--- src/hw/rtl/fltw_pkg.sv ---
// Package for the four-level page table walker: status codes, level codes,
// register indexes and the address constants of the walk.
// No dependencies.
`timescale 1ns / 1ps

package fltw_pkg;

  // Result status codes
  typedef enum logic [2:0] {
    StFetch   = 3'd0,
    StDone    = 3'd1,
    StAbsent  = 3'd2,
    StRange   = 3'd3,
    StIgnored = 3'd4
  } status_e;

  // Page kinds reported on completion
  typedef enum logic [1:0] {
    Kind4k = 2'd0,
    Kind2m = 2'd1,
    Kind1g = 2'd2
  } page_kind_e;

  // Configuration register indexes
  localparam int unsigned CfgIdxW  = 1;
  localparam int unsigned CfgDataW = 6;
  localparam logic [CfgIdxW-1:0] RegPhysWidth = 1'b0;
  localparam logic [CfgIdxW-1:0] RegHoleEn    = 1'b1;

  // Walk level: idle, or waiting for the entry of table level 4..1
  localparam logic [2:0] LvlIdle = 3'd0;
  localparam logic [2:0] Lvl1    = 3'd1;
  localparam logic [2:0] Lvl2    = 3'd2;
  localparam logic [2:0] Lvl3    = 3'd3;
  localparam logic [2:0] Lvl4    = 3'd4;

  // Field widths
  localparam int unsigned PaW    = 52;
  localparam int unsigned VaW    = 48;
  localparam int unsigned FrameW = 40;
  localparam int unsigned BytesW = 31;

  // Page sizes and the optional address hole
  localparam logic [BytesW-1:0] Size4k    = 31'h0000_1000;
  localparam logic [BytesW-1:0] Size2m    = 31'h0020_0000;
  localparam logic [BytesW-1:0] Size1g    = 31'h4000_0000;
  localparam logic [PaW:0]      HoleLow   = 53'h00_00FD_0000_0000;
  localparam logic [PaW:0]      HoleHigh  = 53'h00_00FF_FFFF_FFFF;
  localparam logic [5:0]        MinLimitW = 6'd13;
  localparam logic [5:0]        ResetPaW  = 6'd48;

endpackage

--- src/hw/rtl/four_level_page_table_walker_core.sv ---
// Four-level page table walker core: input stage, walk logic, result stage.
// Depends on fltw_pkg.
`timescale 1ns / 1ps

// A mode 0 transfer starts a walk (and drops any walk in flight); each mode 1
// transfer hands back the entry read at the last fetch_address_o. Every input
// transfer yields exactly one result transfer: a fetch request for the next
// entry, the finished translation (4 KB, 2 MB or 1 GB page), or a failure
// status. An item passes from input to result through the input register and
// then the result register, and one item is taken per cycle; throughput is set by
// the result register only, which keeps taking items whenever its result is
// consumed or it is empty. Configuration writes are taken in any cycle and
// must only happen while no walk item is in the pipeline.
module four_level_page_table_walker_core
  import fltw_pkg::*;
(
  input  logic                clk_i,
  input  logic                rst_ni,
  // configuration writes
  input  logic                cfg_valid_i,
  output logic                cfg_ready_o,
  input  logic [CfgIdxW-1:0]  cfg_index_i,
  input  logic [CfgDataW-1:0] cfg_data_i,
  // input items
  input  logic                in_valid_i,
  output logic                in_ready_o,
  input  logic                mode_i,
  input  logic [FrameW-1:0]   root_frame_i,
  input  logic [VaW-1:0]      virtual_address_i,
  input  logic [63:0]         table_entry_i,
  // result items
  output logic                out_valid_o,
  input  logic                out_ready_i,
  output logic [2:0]          status_o,
  output logic [PaW-1:0]      fetch_address_o,
  output logic [PaW-1:0]      translated_address_o,
  output logic [BytesW-1:0]   bytes_to_page_end_o,
  output logic [1:0]          page_kind_o
);

  // Range check of a region: above the physical width, or touching the hole
  function automatic logic range_bad(logic [PaW-1:0] base, logic [BytesW-1:0] size,
                                     logic [5:0] aw, logic hole_en);
    logic [PaW:0] last;
    logic         over;
    logic         in_hole;
    last    = {1'b0, base} + (PaW+1)'(size) - (PaW+1)'(1);
    over    = (aw >= MinLimitW) && ((last >> aw) != '0);
    in_hole = hole_en && (last >= HoleLow) && ({1'b0, base} <= HoleHigh);
    return over || in_hole;
  endfunction

  // 9-bit table index of a level from the virtual address
  function automatic logic [8:0] level_index(logic [VaW-1:0] va, logic [2:0] lvl);
    logic [8:0] idx;
    case (lvl)
      Lvl4:    idx = va[47:39];
      Lvl3:    idx = va[38:30];
      Lvl2:    idx = va[29:21];
      Lvl1:    idx = va[20:12];
      default: idx = '0;
    endcase
    return idx;
  endfunction

  // Configuration registers
  logic [5:0] pa_width_q;
  logic       hole_en_q;

  assign cfg_ready_o = 1'b1;

  always_ff @(posedge clk_i or negedge rst_ni) begin
    if (!rst_ni) begin
      pa_width_q <= ResetPaW;
      hole_en_q  <= 1'b0;
    end else if (cfg_valid_i) begin
      case (cfg_index_i)
        RegPhysWidth: pa_width_q <= cfg_data_i;
        RegHoleEn:    hole_en_q  <= cfg_data_i[0];
        default:      ;
      endcase
    end
  end

  // Pipeline handshake
  logic in_valid_q;
  logic out_valid_q;
  logic advance;

  assign advance    = in_valid_q && (!out_valid_q || out_ready_i);
  assign in_ready_o = !in_valid_q || advance;

  // Input register
  logic              mode_q;
  logic [FrameW-1:0] root_q;
  logic [VaW-1:0]    va_q;
  logic [63:0]       entry_q;

  always_ff @(posedge clk_i or negedge rst_ni) begin
    if (!rst_ni) begin
      in_valid_q <= 1'b0;
    end else if (in_ready_o) begin
      in_valid_q <= in_valid_i;
    end
  end

  always_ff @(posedge clk_i) begin
    if (in_valid_i && in_ready_o) begin
      mode_q  <= mode_i;
      root_q  <= root_frame_i;
      va_q    <= virtual_address_i;
      entry_q <= table_entry_i;
    end
  end

  // Walk state
  logic [2:0]     walk_q, walk_d;
  logic [VaW-1:0] held_q, held_d;

  // Walk logic
  logic [2:0]        status_d;
  logic [PaW-1:0]    fetch_d;
  logic [PaW-1:0]    phys_d;
  logic [BytesW-1:0] bytes_d;
  logic [1:0]        kind_d;

  logic [PaW-1:0]    tbl_base;
  logic [2:0]        tbl_lvl;
  logic [VaW-1:0]    tbl_va;
  logic              to_table;
  logic              to_finish;
  logic [PaW-1:0]    fin_base;
  logic [BytesW-1:0] fin_size;
  logic [29:0]       fin_off;
  logic [1:0]        fin_kind;
  logic              present;
  logic              big_page;

  always_comb begin
    walk_d    = walk_q;
    held_d    = held_q;
    status_d  = StIgnored;
    fetch_d   = '0;
    phys_d    = '0;
    bytes_d   = '0;
    kind_d    = '0;
    to_table  = 1'b0;
    to_finish = 1'b0;
    tbl_base  = {entry_q[51:12], 12'h000};
    tbl_lvl   = walk_q - 3'd1;
    tbl_va    = held_q;
    fin_base  = {entry_q[51:12], 12'h000};
    fin_size  = Size4k;
    fin_off   = {18'h0, held_q[11:0]};
    fin_kind  = Kind4k;
    present   = entry_q[0];
    big_page  = entry_q[7];

    if (!mode_q) begin
      // new walk from the top table
      held_d   = va_q;
      tbl_base = {root_q, 12'h000};
      tbl_lvl  = Lvl4;
      tbl_va   = va_q;
      to_table = 1'b1;
    end else if (walk_q < Lvl1 || walk_q > Lvl4) begin
      walk_d   = LvlIdle;
      status_d = StIgnored;
    end else if (!present) begin
      walk_d   = LvlIdle;
      status_d = StAbsent;
    end else if (walk_q == Lvl3 && big_page) begin
      to_finish = 1'b1;
      fin_base  = {entry_q[51:30], 30'h0};
      fin_size  = Size1g;
      fin_off   = held_q[29:0];
      fin_kind  = Kind1g;
    end else if (walk_q == Lvl2 && big_page) begin
      to_finish = 1'b1;
      fin_base  = {entry_q[51:21], 21'h0};
      fin_size  = Size2m;
      fin_off   = {9'h0, held_q[20:0]};
      fin_kind  = Kind2m;
    end else if (walk_q == Lvl1) begin
      to_finish = 1'b1;
    end else begin
      to_table = 1'b1;
    end

    // request the next entry after checking the table base
    if (to_table) begin
      if (range_bad(tbl_base, Size4k, pa_width_q, hole_en_q)) begin
        walk_d   = LvlIdle;
        status_d = StRange;
      end else begin
        walk_d   = tbl_lvl;
        status_d = StFetch;
        fetch_d  = {tbl_base[PaW-1:12], level_index(tbl_va, tbl_lvl), 3'b000};
      end
    end

    // final page: check and report
    if (to_finish) begin
      walk_d = LvlIdle;
      if (range_bad(fin_base, fin_size, pa_width_q, hole_en_q)) begin
        status_d = StRange;
      end else begin
        status_d = StDone;
        phys_d   = fin_base | {22'h0, fin_off};
        bytes_d  = fin_size - {1'b0, fin_off};
        kind_d   = fin_kind;
      end
    end
  end

  always_ff @(posedge clk_i or negedge rst_ni) begin
    if (!rst_ni) begin
      walk_q <= LvlIdle;
      held_q <= '0;
    end else if (advance) begin
      walk_q <= walk_d;
      held_q <= held_d;
    end
  end

  // Result register
  logic [2:0]        status_q;
  logic [PaW-1:0]    fetch_q;
  logic [PaW-1:0]    phys_q;
  logic [BytesW-1:0] bytes_q;
  logic [1:0]        kind_q;

  always_ff @(posedge clk_i or negedge rst_ni) begin
    if (!rst_ni) begin
      out_valid_q <= 1'b0;
    end else if (advance) begin
      out_valid_q <= 1'b1;
    end else if (out_ready_i) begin
      out_valid_q <= 1'b0;
    end
  end

  always_ff @(posedge clk_i) begin
    if (advance) begin
      status_q <= status_d;
      fetch_q  <= fetch_d;
      phys_q   <= phys_d;
      bytes_q  <= bytes_d;
      kind_q   <= kind_d;
    end
  end

  assign out_valid_o          = out_valid_q;
  assign status_o             = status_q;
  assign fetch_address_o      = fetch_q;
  assign translated_address_o = phys_q;
  assign bytes_to_page_end_o  = bytes_q;
  assign page_kind_o          = kind_q;

endmodule
--- config.mk ---
export PLATFORM = sky130hd
export DESIGN_NAME = four_level_page_table_walker_core
export DESIGN_NICKNAME = d
export VERILOG_FILES = /design/src/hw/rtl/fltw_pkg.sv /design/src/hw/rtl/four_level_page_table_walker_core.sv
export SDC_FILE = /design/constraint.sdc
export NUM_CORES = 1
export LEC_CHECK = 0
export BUFFER_PORTS_ARGS = -buffer_cell sky130_fd_sc_hd__buf_2
export CELL_PAD_IN_SITES_DETAIL_PLACEMENT = 0
export CELL_PAD_IN_SITES_GLOBAL_PLACEMENT = 1
export CORE_ASPECT_RATIO = 0.6
export CORE_MARGIN = 4
export CORE_UTILIZATION = 46
export CTS_CLUSTER_DIAMETER = 80
export CTS_CLUSTER_SIZE = 8
export DETAILED_ROUTE_END_ITERATION = 10
export PLACE_DENSITY = 0.84
export SLEW_MARGIN = 20
export SYNTH_ARGS = -nofsm -noshare
export SYNTH_HDL_FRONTEND = slang
export SYNTH_SLANG_ARGS = --single-unit
--- constraint.sdc ---
create_clock -name clk_i -period 7.8 [get_ports clk_i]
set_clock_uncertainty 0.2 [all_clocks]
set_input_delay 2.34 -clock clk_i [delete_from_list [all_inputs] [get_ports clk_i]]
set_output_delay 2.34 -clock clk_i [all_outputs]
set_load 0.02 [all_outputs]
* Yosys cells after proc, flatten, opt, wreduce, memory -nomap -nowiden
Index checks and enable logic that the tools add are counted.
** Cells by class
- Divide/modulo/power cells :: 0
- $mul :: 0
- Reduce and logical (&&, ||, !) cells :: 29
- Equal/unequal tests :: 8
- Shift-type cells :: 2
- Multiplexer cells :: 48
- Order comparisons :: 7
- Add/sub/neg operators :: 6
- Bitwise operators :: 6
** Operators by type and width (count)
- $mux W30 :: 8
- $mux W31 :: 4
- $ge A53 B40 Y1 const B :: 2
- $reduce_bool A53 Y1 :: 2
- $shr A53 B6 Y53 :: 2
- $sub A53 B1 Y53 const B :: 2
- $le A52 B40 Y1 const B :: 2
- $add A52 B13 Y53 const B :: 1
- $add A52 B31 Y53 :: 1
- $mux W52 :: 1
- $or A52 B30 Y52 :: 1
- $mux W48 :: 1
- $mux W21 :: 2
- $mux W3 :: 12
- $pmux W9 S4 :: 1
- $sub A31 B30 Y31 :: 1
- $mux W22 :: 1
- $mux W1 :: 15
- $eq A3 B2 Y1 const B :: 4
- $logic_and A1 B1 Y1 :: 10
- $eq A3 B1 Y1 const B :: 2
- $ge A6 B4 Y1 const B :: 1
- $mux W2 :: 3
- $reduce_and A2 Y1 :: 3
- 14 further kinds :: 24
** Storage, ports and cells
- Input bits :: 165
- Memory bits (read-only) :: 0
- Latch bits :: 0
- Word-level logic and storage cells :: 124
- Register bits after elaboration :: 341
- Output and inout port bits :: 143
- Memories kept :: 0
- Memory bits (writable) :: 0

* Longest topological paths before layout
- Word-level depth :: 15
- Gate-level depth with buffers :: 31
- Gate-level depth less buffers :: 25

* Worst setup path after synthesis
Ideal clock, no wire load.
- Path kind :: register to register
- Start :: reg walk_q[0]
- End :: reg status_q[1], in the netlist status_o[1], data pin
- Data required time :: 7.327 ns
- Slack :: 0.675 ns
- Path buffers :: 5
- Library setup time :: 0.273 ns
- Cell stages (with the launch flop) :: 30
- Clock period less this slack :: 7.125 ns
- Data arrival time :: 6.652 ns
- Path through :: dfrtp_1 clkbuf_1 inv_1 ha_1 inv_1 ha_1 or3_1 buf_2 nor2_1 inv_1 buf_1 nand2_1 inv_1 ha_1 clkbuf_1 nand3_1 or2_0 a2111oi_1 o21ai_1 nand3_1 xnor2_1 o22ai_1 or3_1 mux4_2 a221oi_2 a21oi_1 o211a_1 o31ai_2 buf_2 a221oi_1
** Between the ends
- Cells in the longest elaborated chain, start to end :: 15
- Elaborated cells between the ends (all ways) :: 45
- Classes of those cells :: add/sub: 2; order compare: 4; eq/ne: 3; shift: 1; mux: 27; reduce/logical: 8
** Ends and longest elaborated chain
- from (decl) :: RTL line four_level_page_table_walker_core.sv:117 : logic [2:0] walk_q, walk_d;
- from (signal assigned) :: RTL line four_level_page_table_walker_core.sv:218 : walk_q <= LvlIdle;
- from (signal assigned) :: RTL line four_level_page_table_walker_core.sv:221 : walk_q <= walk_d;
- $eq A3 B2 Y1 :: RTL line four_level_page_table_walker_core.sv:178 : end else if (walk_q == Lvl2 && big_page) begin
- $logic_and A1 B1 Y1 :: RTL line four_level_page_table_walker_core.sv:178
- $mux W21 or $mux W22 (tied branches) :: RTL line four_level_page_table_walker_core.sv:178
- $mux W30 or $mux W31 (tied branches) :: RTL line four_level_page_table_walker_core.sv:172 : end else if (walk_q == Lvl3 && big_page) begin
- $mux W30 or $mux W31 (tied branches) :: RTL line four_level_page_table_walker_core.sv:169 : end else if (!present) begin
- $mux W30 or $mux W31 (tied branches) :: RTL line four_level_page_table_walker_core.sv:166 : end else if (walk_q < Lvl1 || walk_q > Lvl4) begin
- $mux W30 or $mux W31 (tied branches) :: RTL line four_level_page_table_walker_core.sv:159 : if (!mode_q) begin
- $add A52 B31 Y53 :: RTL line four_level_page_table_walker_core.sv:47 : last = {1'b0, base} + (PaW+1)'(size) - (PaW+1)'(1);
- $sub A53 B1 Y53 :: RTL line four_level_page_table_walker_core.sv:47
- $ge A53 B40 Y1 or $shr A53 B6 Y53 (tied branches) :: RTL line four_level_page_table_walker_core.sv:49, four_level_page_table_walker_core.sv:48
- $logic_and A1 B1 Y1 or $reduce_bool A53 Y1 (tied branches) :: RTL line four_level_page_table_walker_core.sv:49, four_level_page_table_walker_core.sv:48
- $logic_and A1 B1 Y1, on equally long branches :: RTL line four_level_page_table_walker_core.sv:49, four_level_page_table_walker_core.sv:48
- $logic_or A1 B1 Y1 :: RTL line four_level_page_table_walker_core.sv:50 : return over || in_hole;
- $mux W2 :: RTL line four_level_page_table_walker_core.sv:205 : if (range_bad(fin_base, fin_size, pa_width_q, hole_en_q)) begin
- $mux W3 (*) :: RTL line four_level_page_table_walker_core.sv:203 : if (to_finish) begin
- named net status_d[1] :: RTL line four_level_page_table_walker_core.sv:121 : logic [2:0] status_d;
- to (signal assigned) :: RTL line four_level_page_table_walker_core.sv:245 : status_q <= status_d;
- to (decl) :: RTL line four_level_page_table_walker_core.sv:227 : logic [2:0] status_q;
The timed path passes the listed nets; every way through them passes the cells marked *.
A chain may end at the register's enable or synchronous reset.

* Worst setup path after layout
- Start :: reg walk_q[0]
- End :: reg phys_q[25], in the netlist translated_address_o[25], data pin
** Between the ends
- Cells in the longest elaborated chain, start to end :: 14
- Elaborated cells between the ends (all ways) :: 41
- Classes of those cells :: add/sub: 2; order compare: 4; eq/ne: 3; shift: 1; mux: 20; bitwise: 2; reduce/logical: 9
** Ends and longest elaborated chain
- $eq A3 B2 Y1 :: RTL line four_level_page_table_walker_core.sv:178
- $logic_and A1 B1 Y1 :: RTL line four_level_page_table_walker_core.sv:178
- $mux W21 or $mux W22 (tied branches) :: RTL line four_level_page_table_walker_core.sv:178
- $mux W30 or $mux W31 (tied branches) :: RTL line four_level_page_table_walker_core.sv:172
- $mux W30 or $mux W31 (tied branches) :: RTL line four_level_page_table_walker_core.sv:169
- $mux W30 or $mux W31 (tied branches) :: RTL line four_level_page_table_walker_core.sv:166
- $mux W30 or $mux W31 (tied branches) :: RTL line four_level_page_table_walker_core.sv:159
- $add A52 B31 Y53 :: RTL line four_level_page_table_walker_core.sv:47
- $sub A53 B1 Y53 :: RTL line four_level_page_table_walker_core.sv:47
- $ge A53 B40 Y1 or $shr A53 B6 Y53 (tied branches) :: RTL line four_level_page_table_walker_core.sv:49, four_level_page_table_walker_core.sv:48
- $logic_and A1 B1 Y1 or $reduce_bool A53 Y1 (tied branches) :: RTL line four_level_page_table_walker_core.sv:49, four_level_page_table_walker_core.sv:48
- $logic_and A1 B1 Y1, on equally long branches :: RTL line four_level_page_table_walker_core.sv:49, four_level_page_table_walker_core.sv:48
- $logic_or A1 B1 Y1 :: RTL line four_level_page_table_walker_core.sv:50
- $reduce_or A2 Y1 (no line)
- to (signal assigned) :: RTL line four_level_page_table_walker_core.sv:247 : phys_q <= phys_d;
- to (decl) :: RTL line four_level_page_table_walker_core.sv:229 : logic [PaW-1:0] phys_q;
Several ways; a longest one is shown, not always the timed one.

==> impl_metrics.env <==
export IMPL_worst_path_buf_inv=7
export IMPL_synth_top_area_share_pct=38.7
export IMPL_dpl_cell_area_mm2=0.0228
export IMPL_fin_crit_sh_pct=95.2
export IMPL_synthArstFlopShare_pct=18.3
export IMPL_clockRootBuffer="clkbuf_16"
export IMPL_post_route_util_pct=55.3
export IMPL_grt_antenna_before_repair=10
export IMPL_final_setup_viol_count=0
export IMPL_status="finished clean"
export IMPL_io_pins=308
export IMPL_cp_arrival_ns=7.60
export IMPL_fin_crit_ns=7.42
export IMPL_grt_overflow=0
export IMPL_ys_ff_latch=327
export IMPL_finalNetCount=2465
export IMPL_firstDrtPassIters=9
export IMPL_timing_fmax_ghz=0.135
export IMPL_layout_commonest_cell="buf_2"
export IMPL_die_area_mm2=0.0486
export IMPL_slowest_stage="o31ai_1"
export IMPL_area_delta_synth_final_pct=17.1
export IMPL_required_ns=7.98
export IMPL_power_uw=5760
export IMPL_crit_fanout=46
export IMPL_die_h_um=172
export IMPL_hold_class="reg2reg"
export IMPL_numCtsBuffers=47
export IMPL_setup_worst_path_end_class="flop"
export IMPL_final_hold_violation_count=0
export IMPL_core_area_mm2=0.0438
export IMPL_finalMaxSlewViolations=0
export IMPL_htreeDepth=2
export IMPL_clk_latency_ns=0.57
export IMPL_wl_per_cell_um=25.0
export IMPL_drt_first_iter_violations=2334
export IMPL_path_clk_slew_ns=0.06
export IMPL_die_x_um=282
export IMPL_synth_top_cell_by_area="edfxtp_1"
export IMPL_slew_headroom_pct=33.1
export IMPL_initial_core_util_pct=47.2
export IMPL_drive_gt1_share_pct=25.2
export IMPL_cpPeakStageDelay_ns=0.74
export IMPL_ir_worst_vdd_mv=0.154
export IMPL_numPortBuffers=281
export IMPL_synthDistinctLibCells=97
export IMPL_ant_nets=0
export IMPL_viasPerCell=6.37
export IMPL_cts_tree="yes"
export IMPL_cpLargestDelayFamily="compound AO/OA/AOI/OAI gates"
export IMPL_synthTopCellsByArea="edfxtp_1, dfrtp_1, mux4_2"
export IMPL_grt_max_degree=95
export IMPL_synth_top_flop_cell="edfxtp_1"
export IMPL_cts_sinks=327
export IMPL_routed_wl_um=71800
export IMPL_drc_errors=0
export IMPL_power_leakage_uw=0.00938
export IMPL_synth_edf_count=267
export IMPL_layout_common_cells="buf_2, edfxtp_1, nand2_1"
export IMPL_start_kind="flop"
export IMPL_netlist_instances=1985
export IMPL_seq_area_frac_synth_pct=46.0
export IMPL_stdcell_area_mm2=0.0242
export IMPL_grt_pass1_wl_um=107000
export IMPL_avgSynthCellArea_um2=10.4
export IMPL_grt_use_total_pct=28.9
export IMPL_tns_ns=0
export IMPL_cap_violations=0
export IMPL_path_class="reg2reg"
export IMPL_globalplace_congestion=0.979
export IMPL_yosysWarnings=0
export IMPL_hold_buffers=0
export IMPL_vias=18280
export IMPL_dp_hpwl_um=54100
export IMPL_tightestPinTransition_ns=1.00
export IMPL_syn_area_mm2=0.0207
export IMPL_first_global_vias=17429
export IMPL_cts_buffer_depth=3
export IMPL_power_density_mw_per_mm2=238
export IMPL_rows=59
export IMPL_rsz0062_at_grt="no"
-- synthesized netlist by cell type, types with 21 or more instances --
master,instances
edfxtp_1,267
nand2_1,173
nor2_1,164
a21oi_1,95
nor3_1,93
clkbuf_1,83
o21ai_0,78
inv_1,72
mux2_2,70
mux2i_1,65
dfrtp_1,58
ha_1,52
nand3_1,46
mux4_2,41
a211oi_1,35
and3_1,33
nand4_1,33
nand2b_1,23
or3_1,23
o211ai_1,21
o22ai_1,21
-- stage by stage --
stage               std cells  hold WS, ns  setup WS [ns]
finish                   2870        0.262          0.377
global route             2868        0.281        0.00740
CTS                      2863        0.263          0.168
detailed placement       2777        0.262          0.196
global placement         2777        0.242          0.261
floorplan                1987        0.226          0.675
-- final timing paths --
path	endpoint	slack, ns	startpoint	depth (start not counted)
max in group asynchronous	held_q[28]	4.98	rst_ni	2
hold / removal	held_q[18]	0.26	va_q[18]	1
min in group asynchronous	held_q[5]	1.79	rst_ni	2
setup / recovery	translated_address_o[25]	0.38	walk_q[0]	27
setup reg to reg	translated_address_o[25]	0.38	walk_q[0]	27
hold reg to reg	held_q[18]	0.26	va_q[18]	1
-- flip-flops by register name, summed over array words and instances, names as in the netlist --
register and cells:
bytes_to_page_end_o 30, entry_q 42, fetch_address_o 49, held_q 48, hole_en_q 1, in_valid_q 1
mode_q 1, out_valid_o 1, pa_width_q 6, page_kind_o 2, root_q 40, status_o 3
translated_address_o 52, va_q 48, walk_q 3
-- metal layers --
metal	track usage, %	share of wire [%]	vias up
met1	45.3	45	8977
li1	-	-	8223
met3	8.70	13	87
met5	0	0.075	-
met4	5.34	1.5	8
met2	39.3	40	985
-- cell families (layout without fill, tap and decap cells) --
| kind of cell | Yosys count | count (layout) | synth area share (%) |
|---|---|---|---|
| DFF | 327 | 327 | 46.0 |
| and+or+nand+nor | 712 | 712 | 17.4 |
| other | 2 | 10 | 0.0363 |
| buffers and inverters | 204 | 502 | 4.19 |
| adders and majority gates | 52 | 52 | 3.14 |
| AOI/OAI and AO/OA | 480 | 480 | 16.4 |
| muxes | 176 | 176 | 11.4 |
| xor gates and xnor gates | 32 | 32 | 1.35 |
-- power by group --
group / internal, µW / switching [µW]
logic: 575 / 1020
registers: 2090 / 171
clock network: 1140 / 767
-- what timing repair did --
action | in CTS | in global routing
setup buffers | 0 | 1
setup endpoints to repair | 0 | 85
gates resized for setup | 0 | 10
-- final cells by class --
type | instances | area, µm²
repair buffers | 341 | 1910
well taps | 579 | 724
flip-flops and latches | 327 | 9520
diodes | 6 | 15.0
multi-input cells | 1456 | 10400
clock buffers | 82 | 1320
clock inverters | 4 | 63.8
inverters | 75 | 287
fillers | 3879 | 19600
No activity file was read; power rests on OpenSTA's default activity.
